[config.mk]
export PLATFORM = sky130hd
export DESIGN_NAME = tga_pixel_stream_decoder
export DESIGN_NICKNAME = d
export VERILOG_FILES = /design/src/rtl/tpsd_pkg.sv /design/src/rtl/tga_pixel_stream_decoder.sv /design/src/rtl/tpsd_front.sv /design/src/rtl/tpsd_fifo.sv /design/src/rtl/tpsd_back.sv
export VERILOG_INCLUDE_DIRS = /design/src /design/src/rtl
export SDC_FILE = /design/constraint.sdc
export NUM_CORES = 1
export LEC_CHECK = 0
export BUFFER_PORTS_ARGS = -buffer_cell sky130_fd_sc_hd__buf_2
export CAP_MARGIN = 25
export CORE_MARGIN = 4
export CORE_UTILIZATION = 28
export DETAILED_ROUTE_END_ITERATION = 7
export MAX_ROUTING_LAYER = met4
export PLACE_DENSITY = 0.49
export RECOVER_POWER = 25
export SLEW_MARGIN = 20
export SYNTH_ARGS = -nofsm -noshare
export SYNTH_HDL_FRONTEND = slang
export SYNTH_SLANG_ARGS = --single-unit
[constraint.sdc]
create_clock -name clk_i -period 6.18 [get_ports clk_i]
set_clock_uncertainty 0.15 [all_clocks]
set_input_delay 0.309 -clock clk_i [delete_from_list [all_inputs] [get_ports clk_i]]
set_output_delay 0.309 -clock clk_i [all_outputs]
set_load 0.02 [all_outputs]
[src/rtl/assert_macros.svh]
// ----------------------------------------------------------------------------
// Assertion macros for the TGA pixel stream decoder RTL.
// The bodies are empty when SYNTHESIS is defined.
// ----------------------------------------------------------------------------
`ifndef ASSERT_MACROS_SVH
`define ASSERT_MACROS_SVH

`ifndef SYNTHESIS
// Check prop at every rising clock edge outside reset.
`define TPSD_ASSERT(label, clk, rst_n, prop, msg) \
  label: assert property (@(posedge clk) disable iff (!rst_n) (prop)) else $error(msg);
// Check that cons holds in the cycle after ante.
`define TPSD_ASSERT_NEXT(label, clk, rst_n, ante, cons, msg) \
  label: assert property (@(posedge clk) disable iff (!rst_n) (ante) |=> (cons)) \
    else $error(msg);
`else
`define TPSD_ASSERT(label, clk, rst_n, prop, msg)
`define TPSD_ASSERT_NEXT(label, clk, rst_n, ante, cons, msg)
`endif

`endif

[src/rtl/tpsd_pkg.sv]
// ----------------------------------------------------------------------------
// tpsd_pkg
// Shared types and constants of the TGA pixel stream decoder.
// ----------------------------------------------------------------------------
`default_nettype none

package tpsd_pkg;

  // Register indexes of the configuration port.
  localparam logic [1:0] REG_COMPRESSED  = 2'd0;
  localparam logic [1:0] REG_DEPTH_CODE  = 2'd1;
  localparam logic [1:0] REG_PIXEL_TOTAL = 2'd2;

  // Depth codes.
  localparam logic [1:0] DEPTH_16 = 2'd0;
  localparam logic [1:0] DEPTH_24 = 2'd1;
  localparam logic [1:0] DEPTH_32 = 2'd2;

  // Reset values of the configuration registers.
  localparam logic        RST_COMPRESSED  = 1'b0;
  localparam logic [1:0]  RST_DEPTH_CODE  = DEPTH_24;
  localparam logic [31:0] RST_PIXEL_TOTAL = 32'd65536;

  // One assembled pixel with its clamped repeat count.
  typedef struct packed {
    logic [31:0] pix_bytes;
    logic [7:0]  count;
    logic        last;
  } pix_t;

  // Configuration as seen by the front and back parts.
  typedef struct packed {
    logic        compressed;
    logic [1:0]  depth_code;
  } cfg_t;

endpackage

`default_nettype wire

[src/rtl/tga_pixel_stream_decoder.sv]
// ----------------------------------------------------------------------------
// tga_pixel_stream_decoder
// TGA pixel data decoder: raw and RLE packets to RGBA results with counts.
// ----------------------------------------------------------------------------
// Usage:
//   Feed the pixel-data bytes of a TGA image (after the header) on the input
//   channel, one byte per transfer (in_valid_i / in_stall_o / data_byte_i).
//   Each completed pixel, or each RLE run, leaves as one transfer on the
//   output channel with red/green/blue/alpha, repeat_count and last_pixel.
//   Program compressed, depth_code and pixel_total over the APB port while
//   the block is idle; a write to any defined register restarts decoding of a new image.
//   Once pixel_total pixels have been produced, further bytes are taken and
//   dropped without results.
// Timing:
//   One byte is taken per cycle while the pixel queue is not full. A completed
//   pixel is written into the pixel queue and from there loaded into the
//   output register. The byte front end carries all packet state and updates
//   it for each accepted byte, so that update sets the rate.
// Reset and stall:
//   Reset loads compressed=0, 24-bit depth and a total of 65536 pixels, and
//   empties the queue. A stalled output holds its result; the queue absorbs
//   the next pixels and in_stall_o rises only when the queue is full.
// ----------------------------------------------------------------------------
`default_nettype none

module tga_pixel_stream_decoder #(
  parameter int unsigned FIFO_DEPTH = 2
) (
  input  wire logic        clk_i,
  input  wire logic        rst_ni,
  // APB configuration port
  input  wire logic        psel,
  input  wire logic        penable,
  input  wire logic        pwrite,
  input  wire logic [3:0]  paddr,
  input  wire logic [31:0] pwdata,
  output logic [31:0]      prdata,
  output logic             pready,
  // byte input channel
  input  wire logic        in_valid_i,
  output logic             in_stall_o,
  input  wire logic [7:0]  data_byte_i,
  // result channel
  output logic             out_valid_o,
  input  wire logic        out_stall_i,
  output logic [7:0]       red_o,
  output logic [7:0]       green_o,
  output logic [7:0]       blue_o,
  output logic [7:0]       alpha_o,
  output logic [7:0]       repeat_count_o,
  output logic             last_pixel_o
);
  import tpsd_pkg::*;

  logic        compressed_q;
  logic [1:0]  depth_code_q;
  logic [31:0] pixel_total_q;
  logic        wr_en;
  logic [1:0]  reg_idx;
  logic        restart;
  logic [31:0] restart_total;
  cfg_t        cfg;

  logic        in_accept;
  logic        push;
  pix_t        push_item;
  logic        q_full;
  logic        q_valid;
  logic        q_pop;
  pix_t        q_item;

  assign pready  = 1'b1;
  assign wr_en   = psel && penable && pwrite;
  assign reg_idx = paddr[3:2];

  // Restart on a write to any defined register.
  always_comb begin
    restart       = 1'b0;
    restart_total = pixel_total_q;
    case (reg_idx)
      REG_COMPRESSED:  restart = wr_en;
      REG_DEPTH_CODE:  restart = wr_en;
      REG_PIXEL_TOTAL: begin
        restart       = wr_en;
        restart_total = wr_en ? pwdata : pixel_total_q;
      end
      default: restart = 1'b0;
    endcase
  end

  always_ff @(posedge clk_i or negedge rst_ni) begin
    if (!rst_ni) begin
      compressed_q  <= RST_COMPRESSED;
      depth_code_q  <= RST_DEPTH_CODE;
      pixel_total_q <= RST_PIXEL_TOTAL;
    end else if (wr_en) begin
      case (reg_idx)
        REG_COMPRESSED:  compressed_q  <= pwdata[0];
        REG_DEPTH_CODE:  depth_code_q  <= pwdata[1:0];
        REG_PIXEL_TOTAL: pixel_total_q <= pwdata;
        default: ;
      endcase
    end
  end

  always_comb begin
    case (reg_idx)
      REG_COMPRESSED:  prdata = {31'b0, compressed_q};
      REG_DEPTH_CODE:  prdata = {30'b0, depth_code_q};
      REG_PIXEL_TOTAL: prdata = pixel_total_q;
      default:         prdata = 32'b0;
    endcase
  end

  assign cfg.compressed = compressed_q;
  assign cfg.depth_code = depth_code_q;

  // Hold the input off only while the pixel queue is full.
  assign in_stall_o = q_full;
  assign in_accept  = in_valid_i && !q_full;

  tpsd_front u_front (
    .clk_i           (clk_i),
    .rst_ni          (rst_ni),
    .cfg_i           (cfg),
    .restart_i       (restart),
    .restart_total_i (restart_total),
    .accept_i        (in_accept),
    .data_byte_i     (data_byte_i),
    .push_o          (push),
    .item_o          (push_item)
  );

  tpsd_fifo #(
    .DEPTH (FIFO_DEPTH)
  ) u_fifo (
    .clk_i   (clk_i),
    .rst_ni  (rst_ni),
    .push_i  (push),
    .data_i  (push_item),
    .full_o  (q_full),
    .valid_o (q_valid),
    .pop_i   (q_pop),
    .data_o  (q_item)
  );

  tpsd_back u_back (
    .clk_i          (clk_i),
    .rst_ni         (rst_ni),
    .cfg_i          (cfg),
    .q_valid_i      (q_valid),
    .q_data_i       (q_item),
    .pop_o          (q_pop),
    .out_stall_i    (out_stall_i),
    .out_valid_o    (out_valid_o),
    .red_o          (red_o),
    .green_o        (green_o),
    .blue_o         (blue_o),
    .alpha_o        (alpha_o),
    .repeat_count_o (repeat_count_o),
    .last_pixel_o   (last_pixel_o)
  );

endmodule

`default_nettype wire

[src/rtl/tpsd_front.sv]
// ----------------------------------------------------------------------------
// tpsd_front
// Byte front end: packet header parsing, pixel assembly, pixel budget.
// ----------------------------------------------------------------------------
`default_nettype none

module tpsd_front (
  input  wire logic          clk_i,
  input  wire logic          rst_ni,
  input  wire tpsd_pkg::cfg_t cfg_i,
  input  wire logic          restart_i,
  input  wire logic [31:0]   restart_total_i,
  input  wire logic          accept_i,
  input  wire logic [7:0]    data_byte_i,
  output logic               push_o,
  output tpsd_pkg::pix_t     item_o
);
  import tpsd_pkg::*;

  typedef enum logic [2:0] {
    KIND_HDR = 3'b001,
    KIND_RAW = 3'b010,
    KIND_RUN = 3'b100
  } kind_e;

  kind_e       kind_q, kind_d;
  logic [31:0] pixel_q, pixel_d;
  logic [1:0]  idx_q, idx_d;
  logic [7:0]  left_q, left_d;
  logic [31:0] remaining_q, remaining_d;

  logic [1:0]  bpp_mod;
  logic [1:0]  idx_nxt;
  logic        complete;
  logic [31:0] merged;
  logic [7:0]  em_cnt;
  logic [7:0]  cnt;
  logic [31:0] rem_new;
  logic [7:0]  left_dec;
  logic        live;

  always_comb begin
    case (cfg_i.depth_code)
      DEPTH_16: bpp_mod = 2'd2;
      DEPTH_32: bpp_mod = 2'd0;
      default:  bpp_mod = 2'd3;
    endcase
  end

  assign idx_nxt  = idx_q + 2'd1;
  assign complete = (idx_nxt == bpp_mod);
  assign merged   = pixel_q | ({24'b0, data_byte_i} << {idx_q, 3'b000});
  assign live     = accept_i && (remaining_q != 32'd0);

  // Clamp the repeat count to what is left of the image.
  assign em_cnt  = (cfg_i.compressed && kind_q == KIND_RUN) ? left_q : 8'd1;
  assign cnt     = ({24'b0, em_cnt} > remaining_q) ? remaining_q[7:0] : em_cnt;
  assign rem_new = remaining_q - {24'b0, cnt};
  assign left_dec = left_q - 8'd1;

  assign item_o.pix_bytes = merged;
  assign item_o.count     = cnt;
  assign item_o.last      = (rem_new == 32'd0);

  always_comb begin
    kind_d      = kind_q;
    pixel_d     = pixel_q;
    idx_d       = idx_q;
    left_d      = left_q;
    remaining_d = remaining_q;
    push_o      = 1'b0;
    if (restart_i) begin
      kind_d      = KIND_HDR;
      pixel_d     = '0;
      idx_d       = '0;
      left_d      = '0;
      remaining_d = restart_total_i;
    end else if (live) begin
      if (cfg_i.compressed && kind_q == KIND_HDR) begin
        // Start a packet: literal below 128, run otherwise.
        kind_d  = data_byte_i[7] ? KIND_RUN : KIND_RAW;
        left_d  = data_byte_i[7] ? (data_byte_i - 8'd127) : (data_byte_i + 8'd1);
        pixel_d = '0;
        idx_d   = '0;
      end else if (complete) begin
        push_o      = 1'b1;
        pixel_d     = '0;
        idx_d       = '0;
        remaining_d = rem_new;
        if (cfg_i.compressed) begin
          if (kind_q == KIND_RUN) begin
            left_d = '0;
            kind_d = KIND_HDR;
          end else begin
            left_d = left_dec;
            if (left_dec == 8'd0) begin
              kind_d = KIND_HDR;
            end
          end
        end
      end else begin
        pixel_d = merged;
        idx_d   = idx_nxt;
      end
    end
  end

  always_ff @(posedge clk_i or negedge rst_ni) begin
    if (!rst_ni) begin
      kind_q      <= KIND_HDR;
      pixel_q     <= '0;
      idx_q       <= '0;
      left_q      <= '0;
      remaining_q <= RST_PIXEL_TOTAL;
    end else begin
      kind_q      <= kind_d;
      pixel_q     <= pixel_d;
      idx_q       <= idx_d;
      left_q      <= left_d;
      remaining_q <= remaining_d;
    end
  end

`include "assert_macros.svh"

  `TPSD_ASSERT_NEXT(a_last_empties, clk_i, rst_ni, push_o && item_o.last && !restart_i, remaining_q == 32'd0, "last result left pixels remaining")
  `TPSD_ASSERT(a_push_count, clk_i, rst_ni, !push_o || item_o.count != 8'd0, "zero repeat count pushed")

endmodule

`default_nettype wire

[src/rtl/tpsd_fifo.sv]
// ----------------------------------------------------------------------------
// tpsd_fifo
// Short queue of assembled pixels between front and back.
// ----------------------------------------------------------------------------
`default_nettype none

module tpsd_fifo #(
  parameter int unsigned DEPTH = 2
) (
  input  wire logic           clk_i,
  input  wire logic           rst_ni,
  input  wire logic           push_i,
  input  wire tpsd_pkg::pix_t data_i,
  output logic                full_o,
  output logic                valid_o,
  input  wire logic           pop_i,
  output tpsd_pkg::pix_t      data_o
);
  import tpsd_pkg::*;

  localparam int unsigned PTR_W = (DEPTH > 1) ? $clog2(DEPTH) : 1;
  localparam int unsigned CNT_W = $clog2(DEPTH + 1);
  localparam logic [PTR_W-1:0] PTR_LAST = PTR_W'(DEPTH - 1);
  localparam logic [CNT_W-1:0] CNT_FULL = CNT_W'(DEPTH);

  pix_t             mem_q [DEPTH];
  logic [PTR_W-1:0] wr_q, wr_d, rd_q, rd_d;
  logic [CNT_W-1:0] cnt_q, cnt_d;
  logic             do_pop;

  assign full_o  = (cnt_q == CNT_FULL);
  assign valid_o = (cnt_q != '0);
  assign data_o  = mem_q[rd_q];
  assign do_pop  = pop_i && valid_o;

  always_comb begin
    wr_d  = push_i ? ((wr_q == PTR_LAST) ? '0 : wr_q + 1'b1) : wr_q;
    rd_d  = do_pop ? ((rd_q == PTR_LAST) ? '0 : rd_q + 1'b1) : rd_q;
    cnt_d = cnt_q;
    if (push_i && !do_pop) begin
      cnt_d = cnt_q + 1'b1;
    end else if (!push_i && do_pop) begin
      cnt_d = cnt_q - 1'b1;
    end
  end

  always_ff @(posedge clk_i) begin
    if (push_i) begin
      mem_q[wr_q] <= data_i;
    end
  end

  always_ff @(posedge clk_i or negedge rst_ni) begin
    if (!rst_ni) begin
      wr_q  <= '0;
      rd_q  <= '0;
      cnt_q <= '0;
    end else begin
      wr_q  <= wr_d;
      rd_q  <= rd_d;
      cnt_q <= cnt_d;
    end
  end

`include "assert_macros.svh"

  `TPSD_ASSERT(a_no_overflow, clk_i, rst_ni, !push_i || !full_o, "push into full queue")
  `TPSD_ASSERT(a_cnt_bound, clk_i, rst_ni, cnt_q <= CNT_FULL, "queue count out of range")

endmodule

`default_nettype wire

[src/rtl/tpsd_back.sv]
// ----------------------------------------------------------------------------
// tpsd_back
// Color unpacking and output register of the result channel.
// ----------------------------------------------------------------------------
`default_nettype none

module tpsd_back (
  input  wire logic           clk_i,
  input  wire logic           rst_ni,
  input  wire tpsd_pkg::cfg_t cfg_i,
  input  wire logic           q_valid_i,
  input  wire tpsd_pkg::pix_t q_data_i,
  output logic                pop_o,
  input  wire logic           out_stall_i,
  output logic                out_valid_o,
  output logic [7:0]          red_o,
  output logic [7:0]          green_o,
  output logic [7:0]          blue_o,
  output logic [7:0]          alpha_o,
  output logic [7:0]          repeat_count_o,
  output logic                last_pixel_o
);
  import tpsd_pkg::*;

  logic        valid_q, valid_d;
  logic [7:0]  red_q, green_q, blue_q, alpha_q, cnt_q;
  logic        last_q;
  logic [7:0]  red_d, green_d, blue_d, alpha_d;
  logic [31:0] v;

  assign v = q_data_i.pix_bytes;

  // Load a new result whenever the output register is free or drains now.
  assign pop_o = q_valid_i && (!valid_q || !out_stall_i);

  always_comb begin
    alpha_d = 8'd0;
    if (cfg_i.depth_code == DEPTH_16) begin
      blue_d  = {v[4:0],   3'b000};
      green_d = {v[9:5],   3'b000};
      red_d   = {v[14:10], 3'b000};
    end else begin
      blue_d  = v[7:0];
      green_d = v[15:8];
      red_d   = v[23:16];
      if (cfg_i.depth_code == DEPTH_32) begin
        alpha_d = v[31:24];
      end
    end
  end

  always_comb begin
    if (pop_o) begin
      valid_d = 1'b1;
    end else if (!out_stall_i) begin
      valid_d = 1'b0;
    end else begin
      valid_d = valid_q;
    end
  end

  always_ff @(posedge clk_i or negedge rst_ni) begin
    if (!rst_ni) begin
      valid_q <= 1'b0;
    end else begin
      valid_q <= valid_d;
    end
  end

  always_ff @(posedge clk_i) begin
    if (pop_o) begin
      red_q   <= red_d;
      green_q <= green_d;
      blue_q  <= blue_d;
      alpha_q <= alpha_d;
      cnt_q   <= q_data_i.count;
      last_q  <= q_data_i.last;
    end
  end

  assign out_valid_o    = valid_q;
  assign red_o          = red_q;
  assign green_o        = green_q;
  assign blue_o         = blue_q;
  assign alpha_o        = alpha_q;
  assign repeat_count_o = cnt_q;
  assign last_pixel_o   = last_q;

`include "assert_macros.svh"

  `TPSD_ASSERT(a_out_count, clk_i, rst_ni, !valid_q || cnt_q != 8'd0, "result with zero repeat count")

endmodule

`default_nettype wire
# Word level (Yosys, flattened, before mapping)
# Memories as Yosys holds them, arrays and structs flattened.
# Index checks and enable logic that the tools add are counted.
[totals]
regBits = 158
ramBits = 82
out_inout_bits = 76
word_cells = 129
mem_count = 1
[memory_table]
columns = ["memory", "depth", "width", "read_ports", "rd_ports_with_merged_regs", "write_ports", "line", "source"]
rows = [
  ["u_fifo.mem_q", 2, 41, 1, 0, 1, "tpsd_fifo.sv:26", "pix_t mem_q [DEPTH];"],
]
[op_classes]
add_sub_neg = 9
order_cmp = 1
eq_ne = 9
shifts = 1
n_mux = 49
bitwise = 2
reduce_logical = 36
[ops]
columns = ["operator", "count"]
rows = [
  ["$mux 32", 10],
  ["$mux 8", 12],
  ["$pmux 32 s3", 1],
  ["$gt 8x32->1", 1],
  ["$logic_not 32->1", 1],
  ["$or 32x32->32", 1],
  ["$reduce_bool 32->1", 1],
  ["$shl 8x5->32", 1],
  ["$sub 32x8->32", 1],
  ["$mux 3", 8],
  ["$mux 2", 6],
  ["$mux 1", 11],
  ["$logic_and 1x1->1", 10],
  ["$add 8x1->8 const B", 1],
  ["$logic_not 8->1", 1],
  ["$reduce_bool 2->1", 4],
  ["$sub 8x1->8 const B", 1],
  ["$sub 8x7->8 const B", 1],
  ["$eq 2x2->1 const B", 3],
  ["$reduce_and 2->1", 3],
  ["$reduce_and 3->1", 2],
  ["$reduce_bool 3->1", 2],
  ["$logic_not 1->1", 5],
  ["$add 2x1->2 const B", 2],
  ["16 further kinds", 18],
]

# Depth between registers and ports, before layout
# Gate-level depths: netlist of run 1.
[logic_depth]
depth_word = 11
mapped_depth = 26
mapped_depth_nobuf = 22

# Cells and area by module
# From an unflattened synthesis of run 1, not the netlist that was laid out.
[unflattened]
cells_unflattened = 1063
area_unflattened_um2 = 12791.0
[by_module_without_submodules]
columns = ["mod", "instances", "cells_each", "area_each_um2", "seq_area_each_um2"]
rows = [
  ["tpsd_front", 1, 682, 5515.3, 1929.4],
  ["tpsd_fifo", 1, 144, 3350.7, 2562.5],
  ["tga_pixel_stream_decoder", 1, 157, 2287.2, 878.3],
  ["tpsd_back", 1, 80, 1637.8, 1256.2],
]

# Least setup slack after synthesis of run 1
# No wires, ideal clock.
[synth_timing]
path_kind = "flip-flop to flip-flop"
from = "reg u_front.kind_q[0]"
to = "mem u_fifo.mem_q[0][0] in the netlist's numbering, data pin"
setup_time_ns = 0.139
arrival_time_ns = 5.405
setup_slack_ns = 0.486
stages_incl_launch_ff = 23
cell_sequence = "dfstp_2 -> and4bb_1 -> buf_4 -> nand2_1 -> inv_1 -> ha_1 -> and4_1 -> nand2_1 -> o21bai_1 -> o31ai_1 -> nor2_1 -> clkbuf_1 -> nand2_1 -> a21boi_0 -> ha_1 -> a21o_1 -> or3_1 -> a221o_1 -> a2111oi_0 -> o2111ai_1 -> a221o_1 -> a2111oi_0 -> and4_1"
[synth_rtl]
columns = ["item", "line", "source"]
rows = [
  ["from (decl)", "tpsd_front.sv:26", "kind_e kind_q, kind_d;"],
  ["from (signal assigned)", "tpsd_front.sv:116", "kind_q <= kind_d;"],
  ["to (decl)", "tpsd_fifo.sv:26", ""],
]

==> metrics.md, run 1 <==
| Metric | Value |
|---|---|
| Outcome | complete, but fails checks |
| Failing checks | max-capacitance violations, max-slew violations |
| Die Wd | 213 µm |
| Internal power | 4.03 mW |
| WP data arrival | 5950 ps |
| Hold crit path type | input port to register |
| Via count | 8591 |
| Residual DRC | 0 |
| Switching pwr | 2.34 mW |
| WL/cell | 18.3 µm |
| Detailed Place HPWL | 21.7 mm |
| Initial DRC count | 480 |
| Top_reg_cell synth | edfxtp_1 |
| Post-Syn Area | 0.0118 mm² |
| Initial antenna violation count | 2 |
| Synthesized net count | 1087 |
| Clock Power Share | 24.9% |
| Setup TNS | 0 ps |
| Worst reg2reg setup slack | 490 ps |
| First-pass GRT wire length | 49.5 mm |
| Post-route ant nets | 0 |
| Worst-margin pin slew | 3160 ps |
| CP Max Fanout | 10 |
| Setup ws final | 490 ps |
| Post-synth ARST share | 48.8% |
| R2r endpoint | u_fifo.mem_q[0][0] |
| Layout area overhead | 21.6% |
| Switching share of power | 36.8% |
| Gpl congestion | 0.866 |
| Total GRT Usage | 14.1% |
| Worst skew pair latency | 560 ps |
| Top-count cell post-synth | edfxtp_1 |
| Core Box Area | 0.0412 mm² |
| RSZ-0062 raised after global routing | false |
| Post-synth top cells | edfxtp_1, dfrtp_1, nand2_1, nor2_1, mux2_2 |
| GRT overflow | 0 |
| Final count of negative-setup-slack endpoints | 0 |
| Post-Syn Area per Cell | 11.5 µm² |
| Synth area leader | edfxtp_1 |
| Sequential area share after synthesis | 56.4% |
| Sequential share of power | 39.9% |
| Yosys reg bits | 240 |
| Gate power share | 35.1% |
| Crit. End Element | register |
| Fin Hold WS | 63.3 ps |
| Share of layout cells above drive strength 1 | 21.3% |
| Vias in the first global route | 8621 |
| Post-CTS Setup Bufs | 0 |
| Buffers on Ports | 123 |
| DIE AREA | 0.0453 mm² |
| CP Class | register to register |
| Die H | 213 µm |
| Worst r2r path cells | 23 |
| Starting density of the core | 28.5% |
| Crit path required time | 6440 ps |
| Sink Count | 240 |
| CTS H-tree lvls | 1 |
| Post-synth EDFFs | 123 |
| Worst setup SP type | register |
| Ports | 127 |
| Synth warnings | 0 |
| Final min period | 5690 ps |
| Reg clk slew, reported paths | 70 ps |
| Maximum VDD drop | 0.000215 V |
| Synth unique cells | 79 |
| Leak | 5.83 nW |
| Max Root-Sink Buffers | 3 |
| Critical path endpoint | u_fifo.mem_q[0][0] |
| Final net count | 1247 |
| Critical path origin | u_front.kind_q[0] |
| FMAX | 176 MHz |
| Place WS | 352 ps |
| Design Area, Final | 0.0143 mm² |
| CTS tree | built |
| Max-Cap Viols | 4 |
| Synth Instances | 1019 |
| FF-to-FF Start | u_front.kind_q[0] |
| TritonCTS Buffers | 27 |
| Num rows | 74 |
| Pwr/cell area | 445 mW/mm² |
| Fin. Hold Viols | 0 |
| Final period util | 92.1% |
| TritonRoute pass-1 iters | 5 |
| Total routed wirelength | 31.7 mm |
| Share of the synthesized area in the top cell type | 31.4% |
| Pins Over Slew Limit | 165 |
| Synth area leaders | edfxtp_1, dfrtp_1, mux2_2 |
| Area after DPL | 0.0131 mm² |
| Max_slew headroom | -111% |
| Root Driver | clkbuf_16 |
| Largest net degree at the start of global routing | 46 |
| Vias/cell | 4.95 |
final cells by class:
cell class,instances,area [µm²]
Antenna cell,2,5.00
Sequential cell,240,6630
Multi-Input combinational cell,693,4850
Clock buffer,41,788
Inverter,29,109
Clock inverter,9,90.1
Fill cell,4096,26900
Tap cell,532,666
Timing Repair Buffer,188,1160
routing by layer:
layer	GRT usage, %	vias to the layer above	routed length (µm)
met4	2.24	0	480
met5	-	-	0
li1	-	4089	-
met2	22.0	188	14300
met3	2.51	39	1490
met1	19.7	4275	15400
registers in the layout (all words and copies together), names as in the netlist:
signal	cells
compressed_q	1
depth_code_q	2
pixel_total_q	32
u_back.alpha_o	8
u_back.blue_o	8
u_back.green_o	8
u_back.last_pixel_o	1
u_back.out_valid_o	1
u_back.red_o	8
u_back.repeat_count_o	8
u_fifo.cnt_q	2
u_fifo.mem_q	82
u_fifo.rd_q	1
u_fifo.wr_q	1
u_front.idx_q	2
u_front.kind_q	3
u_front.left_q	8
u_front.pixel_q	32
u_front.remaining_q	32
power groups by stage:
| stage | clock, mW | sequential, mW | combinational, mW |
|---|---|---|---|
| after floorplan | 0 | 2.61 | 1.44 |
| after global placement | 0 | 2.56 | 2.22 |
| after detailed placement | 0 | 2.57 | 2.23 |
| after CTS | 1.63 | 2.54 | 2.26 |
| after global routing | 1.70 | 2.60 | 2.48 |
| final | 1.59 | 2.54 | 2.24 |
worst min-delay path by stage:
stage	cells past startpoint	slack, ps	end	from
floorplan	0	-140	compressed_q	rst_ni
global placement	1	140	u_front.remaining_q[14]	rst_ni
detailed placement	1	140	pixel_total_q[1]	rst_ni
CTS	3	30	compressed_q	paddr[3]
global route	3	70	compressed_q	paddr[3]
finish	3	60	compressed_q	paddr[3]
cell families (layout without fill, tap and decap cells):
logic type / Yosys count / count (layout) / share of synthesized area [%]
AND/OR/NAND/NOR: 357 / 357 / 15.1
flip-flops: 240 / 240 / 56.4
AO/OA/AOI/OAI: 205 / 205 / 12.3
buffers and inverters: 86 / 267 / 2.85
multiplexers: 79 / 79 / 8.81
XOR/XNOR: 33 / 33 / 2.58
adder cells (fa/ha/maj): 18 / 18 / 1.96
other: 1 / 3 / 0.0319
timing repair:
action	4_1_cts	5_1_grt
hold buffers	35	0
endpoints found under the setup margin	0	2
endpoints found under the hold margin	79	0
gates resized for setup	0	2
critical path: stages (launching register included):
cell       delay, ps
dfstp_2          540
and4bb_1         330
nand2_1          140
inv_1             80
ha_1             310
and4_1           200
nand2_1           70
o21bai_1         230
o31ai_2          300
nor2_1            90
buf_4            180
nand2_1           70
o21a_1           150
inv_1             80
fa_1             470
xnor2_1          210
nor3b_1          200
nand4_1          110
a221o_1          280
a2111oi_1        360
o2111ai_1        170
a221o_1          290
a2111oi_0        250
and4_1           280
cells in the final DEF (no fill, tap or decap), types with 8 or more instances in the layout:
cell,instances
mux2i_1,18
buf_4,26
nor2_1,70
nor2b_1,8
xnor2_1,17
clkbuf_16,27
o31ai_1,17
nand3_1,31
ha_1,16
xor2_1,15
dfrtp_1,112
mux2_2,46
a21oi_1,22
edfxtp_1,123
and2_1,31
buf_2,94
or3_1,14
nand2_1,109
mux4_2,15
a21boi_0,18
nor3_1,22
dlygate4sd3_1,35
clkbuf_1,40
a31oi_1,13
or4_1,16
a21o_1,35
inv_1,28
nand4_1,9
o21ai_0,38
metrics by stage:
stage                     util (%)  power [mW]  std cells
final                         34.7        6.37       1734
after global routing          34.7        6.77       1734
after CTS                     34.8        6.43       1731
after detailed placement      31.8        4.80       1646
after global placement        31.7        4.78       1645
after floorplan                  -        4.05       1019
(Power assumes the default switching activity.)
==> run 2, diff against run 1 <==
==> constraint.sdc (replaced) <==
create_clock -name clk_i -period 6.18 [get_ports clk_i]
set_clock_uncertainty 0.15 [all_clocks]
set_input_delay 1.236 -clock clk_i [delete_from_list [all_inputs] [get_ports clk_i]]
set_output_delay 1.236 -clock clk_i [all_outputs]
set_load 0.02 [all_outputs]
==> run 2 against run 1 <==
- the flow still finishes with violations (max-capacitance violations, max-slew violations)
- flip-flop and latch count stayed put
- die area stayed put
- worst hold slack better by 260 ps
- via count is 1.6% lower
- design area is 1.8% lower
- sequential power hardly changed
- critical path type unchanged
- critical endpoint unchanged
- largest cell class unchanged
- highest routed layer unchanged
==> metrics.md, run 2 (synthesized netlist as in run 1, its figures left out) <==
| Metric | Value |
|---|---|
| Internal power | 4.03 mW (+0.10%) |
| CP max stage delay | 540 ps (about the same) |
| Inst Count DP | 1659 (+0.79%) |
| First-pass GRT wire length | 49.4 mm (-0.21%) |
| RSZ-0062 raised after global routing | false |
| Final period util | 93.1% (+1.0 points) |
| Hold depth | 2 (-1) |
| Die Wd | 213 µm (unchanged) |
| Most common cell after layout, fill and taps aside | edfxtp_1 |
| Reg clk slew, reported paths | 60 ps (about the same) |
| Commonest cells after routing, fill and taps aside | edfxtp_1, buf_2, dfrtp_1 |
| Vias in the first global route | 8607 (-0.16%) |
| Switching share of power | 36.5% (-0.26 points) |
| CP top delay family | compound AO/OA/AOI/OAI gates |
| Final min period | 5750 ps (+62.0 ps) |
| Tot Pwr | 6.35 mW (-0.31%) |
| Setup TNS | 0 ps (unchanged) |
| Total GRT Usage | 14.1% (-0.032 points) |
| Ports | 127 (unchanged) |
| Switching pwr | 2.32 mW (-1.0%) |
| Pwr/cell area | 452 mW/mm² (+1.6%) |
| Sequential share of power | 39.9% (about the same) |
| WL/cell | 18.2 µm (-0.26%) |
| Crit-path cells | and4bb_1, nand2_1, inv_1, ha_1, and4_1, nand2_1, o21bai_1, o31a_4, nand2_2, buf_4, a21oi_1, ha_1, fa_1, xnor2_1, nor3b_1, nand4_1, a221o_1, a2111oi_1, o2111ai_1, a221o_1, a2111oi_0, and4_1 |
| Worst-margin pin slew | 3210 ps (+55.3 ps) |
| Root Driver | clkbuf_16 |
| Crit path required time | 6440 ps (about the same) |
| Leak | 5.80 nW (-0.58%) |
| Buf+Inv Stages, Crit Path | 2 (-1) |
| Hold endpoint | u_front.pixel_q[19] |
| Cts hold-fix bufs | 0 (-100%) |
| CP Max Fanout | 10 (unchanged) |
| Via count | 8450 (-1.6%) |
| Layout area overhead | 19.3% |
| Max stage delay cell, worst path | dfstp_2 |
| TritonCTS Buffers | 27 (unchanged) |
| Max-Cap Viols | 3 (-1) |
| Pins Over Slew Limit | 123 (-25%) |
| FF-to-FF Start | u_front.kind_q[0] |
| Clock Power Share | 24.9% (about the same) |
| Crit. End Element | register |
| Detailed Place HPWL | 21.5 mm (-0.97%) |
| Share of layout cells above drive strength 1 | 24.2% (+3.0 points) |
| HP Start | u_front.pixel_q[19] |
| Fin Hold WS | 326 ps (+263 ps) |
| Max FFs per register | 82 (unchanged) |
| Sink Count | 240 (unchanged) |
| Top reg by flops | u_fifo.mem_q |
| Fin. Hold Viols | 0 (unchanged) |
| Gpl congestion | 0.910 (+5.1%) |
| Outcome | complete, but fails checks |
| Worst setup SP type | register |
| Hold crit path type | register to register |
| Buffers on Ports | 123 (unchanged) |
| Num rows | 74 (unchanged) |
| TritonRoute pass-1 iters | 5 (unchanged) |
| Failing checks | max-capacitance violations, max-slew violations |
| Post-route ant nets | 0 (unchanged) |
| Residual DRC | 0 (unchanged) |
| Total routed wirelength | 31.2 mm (-1.5%) |
| DIE AREA | 0.0453 mm² (unchanged) |
| GRT overflow | 0 (unchanged) |
| FMAX | 174 MHz (-1.1%) |
| Worst skew pair latency | 560 ps (about the same) |
| Initial DRC count | 619 (+29%) |
| CP Class | register to register |
| CTS H-tree lvls | 1 (unchanged) |
| Worst reg2reg setup slack | 430 ps (-60 ps) |
| Final net count | 1224 (-1.8%) |
| R2r endpoint | u_fifo.mem_q[0][0] |
| Vias/cell | 4.94 (-0.38%) |
| Largest net degree at the start of global routing | 45 (-2.2%) |
| Starting density of the core | 28.5% (unchanged) |
| Core Box Area | 0.0412 mm² (unchanged) |
| Maximum VDD drop | 0.000199 V (-7.6%) |
| Post-Layout Cell Count | 1712 (-1.3%) |
| CTS tree | built |
| Gate power share | 35.2% (about the same) |
| Die H | 213 µm (unchanged) |
| Max Root-Sink Buffers | 3 (unchanged) |
| Final count of negative-setup-slack endpoints | 0 (unchanged) |
| Initial antenna violation count | 3 (+1) |
| WP data arrival | 6020 ps (+70 ps) |
| Core Util, Final | 34.1% (-0.64 points) |
| Worst r2r path cells | 22 (-4.3%) |
| Max_slew headroom | -114% (-3.7 points) |
[run 2: per-stage QoR]
stage	instance area (µm²)	worst slack, ps
3_5_place_dp	13200	376
2_1_floorplan	11800	486
4_1_cts	14000	375
5_1_grt	14000	57.1
3_3_place_gp	13200	438
6_report	14000	428
[run 2: worst reg2reg max path: cells and delay by family, from the launching register on]
kind	cells	cell delay [ps]
compound gates	8	2090
xor+xnor	1	190
fa+ha+maj	3	910
buf+inv	2	240
flops	1	540
simple gates	8	1500
[run 2: cell type report]
cell class                      count  area [µm²]
Sequential cell                   240        6630
Inverter                           29         109
Antenna cell                        3        7.51
Clock inverter                     11         100
Multi-Input combinational cell    693        4840
Tap cell                          532         666
Clock buffer                       39         772
Timing Repair Buffer              165         912
Fill cell                        4117       27200
[run 2: worst max path at each step]
stage,depth (start not counted),end,startpoint
2_1_floorplan,22,u_fifo.mem_q[0][0],u_front.kind_q[0]
3_3_place_gp,21,u_fifo.mem_q[1][0],u_front.kind_q[0]
3_5_place_dp,22,u_fifo.mem_q[1][0],u_front.kind_q[0]
4_1_cts,22,u_fifo.mem_q[1][0],u_front.kind_q[0]
5_1_grt,22,u_fifo.mem_q[0][0],u_front.kind_q[0]
6_report,22,u_fifo.mem_q[0][0],u_front.kind_q[0]
[run 2: metal layers]
metal / global-route usage, % / share of wire [%] / vias to the layer above
met2: 21.1 / 44 / 232
met1: 19.8 / 48 / 4133
li1: - / - / 4045
met4: 3.02 / 1.9 / 0
met5: - / 0 / -
met3: 3.09 / 5.9 / 40
[run 2: what timing repair did]
item,4_1_cts,5_1_grt
resized for setup,0,2
setup endpoints to repair,0,2
setup buffers,0,0
[run 2: power by group through the flow]
stage,clock [mW],combinational (mW),sequential (mW)
4_1_cts,1.63,2.24,2.54
5_1_grt,1.70,2.49,2.59
3_5_place_dp,0,2.23,2.57
3_3_place_gp,0,2.22,2.56
2_1_floorplan,0,1.44,2.61
6_report,1.58,2.23,2.53
